--- src/design/cbm_pkg.sv ---
// Shared types, codes and constants for the cartridge bank mapper.
// No dependencies; every other design file uses this package.
`default_nettype none

package cbm_pkg;

    localparam int unsigned ADDR_W   = 16;
    localparam int unsigned DATA_W   = 8;
    localparam int unsigned MAPPED_W = 21;
    localparam int unsigned TARGET_W = 2;

    localparam logic [TARGET_W-1:0] TGT_NONE = 2'd0;
    localparam logic [TARGET_W-1:0] TGT_ROM  = 2'd1;
    localparam logic [TARGET_W-1:0] TGT_RAM  = 2'd2;

    localparam logic CMD_READ  = 1'b0;
    localparam logic CMD_WRITE = 1'b1;

    // Control write ranges and the RAM window, by bus_address[15:13]
    localparam logic [2:0] REGION_RAM_EN   = 3'd0;
    localparam logic [2:0] REGION_ROM_LOW  = 3'd1;
    localparam logic [2:0] REGION_UPPER    = 3'd2;
    localparam logic [2:0] REGION_MODE     = 3'd3;
    localparam logic [2:0] REGION_RAM_WIN  = 3'd5;

    localparam logic [3:0] RAM_EN_KEY    = 4'hA;
    localparam logic [4:0] ROM_LOW_RESET = 5'd1;

    typedef struct packed {
        logic              cmd;
        logic [ADDR_W-1:0] addr;
        logic [DATA_W-1:0] data;
    } t_access;

    typedef struct packed {
        logic [4:0] rom_low;
        logic [1:0] rom_high;
        logic [1:0] ram_sel;
        logic       ram_mode;
        logic       ram_en;
    } t_bank_state;

    typedef struct packed {
        logic [TARGET_W-1:0] target;
        logic [MAPPED_W-1:0] mapped;
        logic                ram_on;
    } t_result;

endpackage

`default_nettype wire

--- src/design/cartridge_bank_mapper.sv ---
// Cartridge bank mapper: one bus access word in, one mapping word out.
// Depends on cbm_pkg, cbm_regs and cbm_map.
//
// Each access word passes an input register, then the register update and the
// address mapping, then the result register. One word per cycle is sustained
// unless i_ready stalls the output; one combinational step lies between the two
// registers. Writes give target none and show the RAM enable after the write.
`default_nettype none

module cartridge_bank_mapper (
    input  wire                            i_clk,
    input  wire                            i_rst_n,
    input  wire                            i_valid,
    output logic                           o_ready,
    input  wire                            i_command,
    input  wire  [cbm_pkg::ADDR_W-1:0]     i_bus_address,
    input  wire  [cbm_pkg::DATA_W-1:0]     i_write_byte,
    output logic                           o_valid,
    input  wire                            i_ready,
    output logic [cbm_pkg::TARGET_W-1:0]   o_target,
    output logic [cbm_pkg::MAPPED_W-1:0]   o_mapped_address,
    output logic                           o_ram_on
);

    logic                 r_in_valid;
    cbm_pkg::t_access     r_acc;
    logic                 r_out_valid;
    cbm_pkg::t_result     r_res;
    cbm_pkg::t_bank_state w_next;
    cbm_pkg::t_result     w_res;
    logic                 w_adv;

    assign w_adv   = r_in_valid && (!r_out_valid || i_ready);
    assign o_ready = !r_in_valid || w_adv;

    always_ff @(posedge i_clk) begin
        if (!i_rst_n) begin
            r_in_valid <= 1'b0;
        end else if (o_ready) begin
            r_in_valid <= i_valid;
        end
    end

    always_ff @(posedge i_clk) begin
        if (o_ready && i_valid) begin
            r_acc.cmd  <= i_command;
            r_acc.addr <= i_bus_address;
            r_acc.data <= i_write_byte;
        end
    end

    cbm_regs u_regs (
        .i_clk   (i_clk),
        .i_rst_n (i_rst_n),
        .i_en    (w_adv),
        .i_acc   (r_acc),
        .o_next  (w_next)
    );

    cbm_map u_map (
        .i_acc   (r_acc),
        .i_state (w_next),
        .o_res   (w_res)
    );

    always_ff @(posedge i_clk) begin
        if (!i_rst_n) begin
            r_out_valid <= 1'b0;
        end else if (w_adv) begin
            r_out_valid <= 1'b1;
        end else if (i_ready) begin
            r_out_valid <= 1'b0;
        end
    end

    always_ff @(posedge i_clk) begin
        if (w_adv) begin
            r_res <= w_res;
        end
    end

    assign o_valid          = r_out_valid;
    assign o_target         = r_res.target;
    assign o_mapped_address = r_res.mapped;
    assign o_ram_on         = r_res.ram_on;

endmodule

`default_nettype wire

--- src/design/cbm_regs.sv ---
// Banking control registers and their write decode.
// Depends on cbm_pkg.
`default_nettype none

module cbm_regs (
    input  wire                  i_clk,
    input  wire                  i_rst_n,
    input  wire                  i_en,
    input  cbm_pkg::t_access     i_acc,
    output cbm_pkg::t_bank_state o_next
);

    cbm_pkg::t_bank_state r_state;
    cbm_pkg::t_bank_state n_state;

    always_comb begin
        n_state = r_state;
        if (i_acc.cmd == cbm_pkg::CMD_WRITE) begin
            unique case (i_acc.addr[15:13])
                cbm_pkg::REGION_RAM_EN: begin
                    n_state.ram_en = (i_acc.data[3:0] == cbm_pkg::RAM_EN_KEY);
                end
                cbm_pkg::REGION_ROM_LOW: begin
                    n_state.rom_low = (i_acc.data[4:0] == 5'd0) ?
                                      cbm_pkg::ROM_LOW_RESET : i_acc.data[4:0];
                end
                cbm_pkg::REGION_UPPER: begin
                    if (r_state.ram_mode) begin
                        n_state.ram_sel = i_acc.data[1:0];
                    end else begin
                        n_state.rom_high = i_acc.data[1:0];
                    end
                end
                cbm_pkg::REGION_MODE: begin
                    n_state.ram_mode = (i_acc.data != '0);
                end
                default: begin
                end
            endcase
        end
    end

    always_ff @(posedge i_clk) begin
        if (!i_rst_n) begin
            r_state.rom_low  <= cbm_pkg::ROM_LOW_RESET;
            r_state.rom_high <= '0;
            r_state.ram_sel  <= '0;
            r_state.ram_mode <= 1'b0;
            r_state.ram_en   <= 1'b0;
        end else if (i_en) begin
            r_state <= n_state;
        end
    end

    assign o_next = n_state;

endmodule

`default_nettype wire

--- src/design/cbm_map.sv ---
// Address decode and bank mapping of one bus access.
// Depends on cbm_pkg.
`default_nettype none

module cbm_map (
    input  cbm_pkg::t_access     i_acc,
    input  cbm_pkg::t_bank_state i_state,
    output cbm_pkg::t_result     o_res
);

    always_comb begin
        o_res.target = cbm_pkg::TGT_NONE;
        o_res.mapped = '0;
        o_res.ram_on = i_state.ram_en;
        if (i_acc.cmd == cbm_pkg::CMD_READ) begin
            if (i_acc.addr[15:14] == 2'b00) begin
                o_res.target = cbm_pkg::TGT_ROM;
                o_res.mapped = {5'd0, i_acc.addr};
            end else if (i_acc.addr[15:14] == 2'b01) begin
                o_res.target = cbm_pkg::TGT_ROM;
                o_res.mapped = {i_state.rom_high, i_state.rom_low, i_acc.addr[13:0]};
            end else if (i_acc.addr[15:13] == cbm_pkg::REGION_RAM_WIN) begin
                o_res.target = cbm_pkg::TGT_RAM;
                o_res.mapped = {6'd0, i_state.ram_sel, i_acc.addr[12:0]};
            end
        end
    end

endmodule

`default_nettype wire

--- config.mk ---
export PLATFORM = sky130hd
export DESIGN_NAME = cartridge_bank_mapper
export DESIGN_NICKNAME = d
export VERILOG_FILES = /design/src/design/cbm_pkg.sv /design/src/design/cartridge_bank_mapper.sv /design/src/design/cbm_regs.sv /design/src/design/cbm_map.sv
export SDC_FILE = /design/constraint.sdc
export NUM_CORES = 1
export LEC_CHECK = 0
export BUFFER_PORTS_ARGS = -buffer_cell sky130_fd_sc_hd__clkbuf_2
export CORE_ASPECT_RATIO = 1.25
export CORE_MARGIN = 1
export CORE_UTILIZATION = 40
export DETAILED_ROUTE_END_ITERATION = 10
export GPL_TIMING_DRIVEN = 0
export PLACE_DENSITY_LB_ADDON = 0.12
export RECOVER_POWER = 100
export SKIP_CTS_REPAIR_TIMING = 1
export SLEW_MARGIN = 0
export SYNTH_ARGS = -nofsm -noshare
export SYNTH_HDL_FRONTEND = slang
export SYNTH_HIERARCHICAL = 1
export SYNTH_SLANG_ARGS = --single-unit
--- constraint.sdc ---
create_clock -name i_clk -period 3.2 [get_ports i_clk]
set_input_delay 0.16 -clock i_clk [delete_from_list [all_inputs] [get_ports i_clk]]
set_output_delay 0.16 -clock i_clk [all_outputs]
set_load 0.02 [all_outputs]
# == Word level (Yosys, flattened, before mapping) ==
# Index checks and enable logic that the tools add are counted.
# classes
n_eq_ne,6
muxes,13
reduce_logical,14
# ops
op,count
$mux 22,2
$mux 23,1
$mux 11,1
$mux 5,2
$reduce_bool 8->1,1
$eq 3x2->1 const B,2
$logic_not 5->1,1
$eq 4x4->1 const B,1
$mux 1,4
$mux 2,2
$mux 4,1
$eq 3x1->1 const B,1
$eq 3x3->1 const B,1
$logic_not 3->1,1
$reduce_and 3->1,1
$reduce_or 3->1,1
$eq 2x1->1 const B,1
$logic_and 1x1->1,2
$logic_not 1->1,2
$logic_not 2->1,1
$logic_or 1x1->1,2
$reduce_bool 2->1,1
$reduce_or 2->1,1
# word_totals
ff_bits,62
output_inout_bits,26
wordCells,48

# == Depth between registers and ports, before layout ==
# logic_depth
depth_word,7
mapped_depth,6
ltp_nobuf,5

# == Modules after synthesis ==
# Netlist, hierarchy kept.
# modules_own_cells
mod,n_inst,cells_each,area_each_um2,seq_area_each_um2
cartridge_bank_mapper,1,58,1575.3,1511.4
cbm_regs,1,73,698.2,220.2
cbm_map,1,48,360.3,0.0

# == Least setup slack after synthesis ==
# No wires, ideal clock.
# synth_timing
path_type,register -> register
from,register r_out_valid (netlist: o_valid)
to,register u_regs/r_state[6] in the netlist's numbering
arrival_time_ns,2.473
required_ns,3.067
slack_ns,0.594
stages_incl_launch_ff,7
synth_period_minus_slack_ns,2.606
path_cell_list,dfxtp_1 > nor2b_4 > nor2b_1 > buf_2 > inv_1 > nor4b_1 > o21ai_1
# synth_via
elab_chain_cells,3
# synth_rtl
item,line,source
from (decl),cartridge_bank_mapper.sv:27,logic r_out_valid;
from (signal assigned),cartridge_bank_mapper.sv:68,r_out_valid <= 1'b0;
from (signal assigned),cartridge_bank_mapper.sv:70,r_out_valid <= 1'b1;
from (signal assigned),cartridge_bank_mapper.sv:72,r_out_valid <= 1'b0;
$logic_not 1->1,cartridge_bank_mapper.sv:33,assign w_adv = r_in_valid && (!r_out_valid || i_ready);
$logic_or 1x1->1,cartridge_bank_mapper.sv:33,
$logic_and 1x1->1,cartridge_bank_mapper.sv:33,
named net w_adv,cartridge_bank_mapper.sv:31,logic w_adv;
to (signal assigned),cbm_regs.sv:51,r_state <= n_state;
to (decl),cbm_regs.sv:13,cbm_pkg::t_bank_state r_state;
# The timed path passes the listed nets, and every way through them passes these cells.
# A chain may end at the register's enable or synchronous reset.

# == Final worst setup path ==
# Same ends and word-level chain as after synthesis.

==> flow_summary.json <==
{
  "cp_max_fo": 17,
  "antenna_cells": 0,
  "syn-cell-area_um2": 2620,
  "fin_nets": 296,
  "clk_latency_ns": 0.33,
  "area_delta_synth_final_pct": 27.5,
  "postLayoutCoreUtil": 0.535,
  "dpl.hpwl_um": 3200,
  "antenna_found_initial": 0,
  "start_util": 0.420,
  "core_region_area_um2": 6250,
  "cts_tree": "done",
  "place_ws_ns": 1.09,
  "tightest_slew_ns": 1.06,
  "die_w_um": 74.4,
  "fp.dieArea_um2": 6890,
  "post_synth.cell_area_avg_um2": 14.7,
  "port_buffers": 54,
  "clockBufferDepth": 2,
  "min_period_over_period": 0.765,
  "fp.dieH_um": 92.5,
  "ys_warn_count": 6,
  "layout_common_cells": "edfxtp_1, clkbuf_1, clkbuf_2",
  "r2r_cells": 7,
  "drt-initial-drc-count": 77,
  "status": "completed",
  "power_mw": 1.83,
  "critPathLaunch": "o_valid",
  "post-route-min-period_ns": 2.45,
  "clock_sinks": 62,
  "reg2reg_setup_slack_ns": 0.75,
  "finClkSkew_ns": 0.0136,
  "postPlaceCellArea_um2": 3060,
  "slew_violations": 0,
  "routabilityCongestion": 0.715,
  "ios": 55,
  "final_critical_path_setup_slack_ns": 0.752,
  "cts.reportedPaths.clkPinSlew_ns": 0.07,
  "wirelength_um": 5030,
  "layout_commonest_cell": "edfxtp_1",
  "via_per_inst": 4.64,
  "cts_made_buffers": 9,
  "firstDrtPassIters": 4,
  "fmax_ghz": 0.408,
  "gr-total-overflow": 0,
  "reg2reg_to": "u_regs/r_state[6]",
  "setup-violations-final": 0,
  "cts-root-buf": "clkbuf_8",
  "p_leak_nw": 1.31,
  "vias": 1657,
  "drv_cap": 0,
  "crit_path_end_kind": "flop",
  "drive_gt1_frac": 0.221,
  "grt_first_pass_wirelength_um": 7230,
  "synth_fp_nets": 207,
  "crit_required_ns": 3.39,
  "worstHoldPathType": "in2reg",
  "peakVddDrop_mv": 0.330,
  "cp.arrival_ns": 2.63,
  "grt_max_degree": 18,
  "grt_usage": 0.145,
  "avgRoutedWirePerCell_um": 14.1,
  "endpoint": "u_regs/r_state[6]",
  "drc": 0,
  "grt_pass1_vias": 1509,
  "power_density_nw_per_um2": 548,
  "regToRegStartpoint": "o_valid",
  "path_class": "reg2reg",
  "start_kind": "flop",
  "drtAntennaViolNets": 0,
  "finalHoldViolCount": 0,
  "rsz0062_at_grt": "no",
  "synth_cells": 178,
  "row_count": 32,
  "setup_tns_ns": 0,
  "slew_headroom": 0.289,
  "htreeDepth": 3,
  "stdcell_area_um2": 3340
}
[worst min-delay path by stage]
stage | start | to | depth (start not counted)
after floorplan | i_write_byte[0] | r_acc[0] | 0
after global placement | i_write_byte[6] | r_acc[6] | 1
after detailed placement | i_bus_address[15] | r_acc[23] | 1
after CTS | i_bus_address[8] | r_acc[16] | 1
after global routing | i_bus_address[2] | r_acc[10] | 1
final | i_bus_address[2] | r_acc[10] | 1
[state kept, by name (all words and copies together) (netlist names)]
signal            cells
o_mapped_address     21
o_ram_on              1
o_target              2
o_valid               1
r_acc                25
r_in_valid            1
u_regs/r_state       11
[power by group]
group / switching [mW] / internal [mW] / leakage, nW / total [mW]
Combinational: 0.0786 / 0.0602 / 0.613 / 0.139
Sequential: 0.0184 / 0.908 / 0.582 / 0.927
Clock: 0.287 / 0.479 / 0.116 / 0.766
[critical path, stage by stage, from the launching register on]
cell     delay (ns)
dfxtp_1        0.34
nor2b_1        0.17
nor2b_1        0.82
buf_16         0.24
buf_2          0.24
inv_1          0.10
nor4b_1        0.28
o21ai_0        0.12
[routing by layer]
layer,GRT usage,wire (µm),vias up
li1,-,-,835
met1,0.180,2240,771
met2,0.225,2560,49
met3,0.0468,207,2
met4,0.0660,18,0
met5,0,0,-
[final cells by class]
cell class / count / area [µm²]
plain buffers: 10 / 52.6
clock buffers: 12 / 155
clock inverters: 4 / 70.1
fillers: 569 / 2900
inverters: 15 / 56.3
multi-input cells: 91 / 683
flip-flops and latches: 62 / 1730
well taps: 85 / 106
repair buffers: 78 / 489
[through the flow]
stage | std cells | hold slack, ns
final | 357 | 0.0135
after global routing | 357 | 0.000999
after CTS | 335 | -0.0164
after detailed placement | 319 | 0.339
after global placement | 317 | 0.337
after floorplan | 178 | 0.259
(Power assumes the default switching activity.)
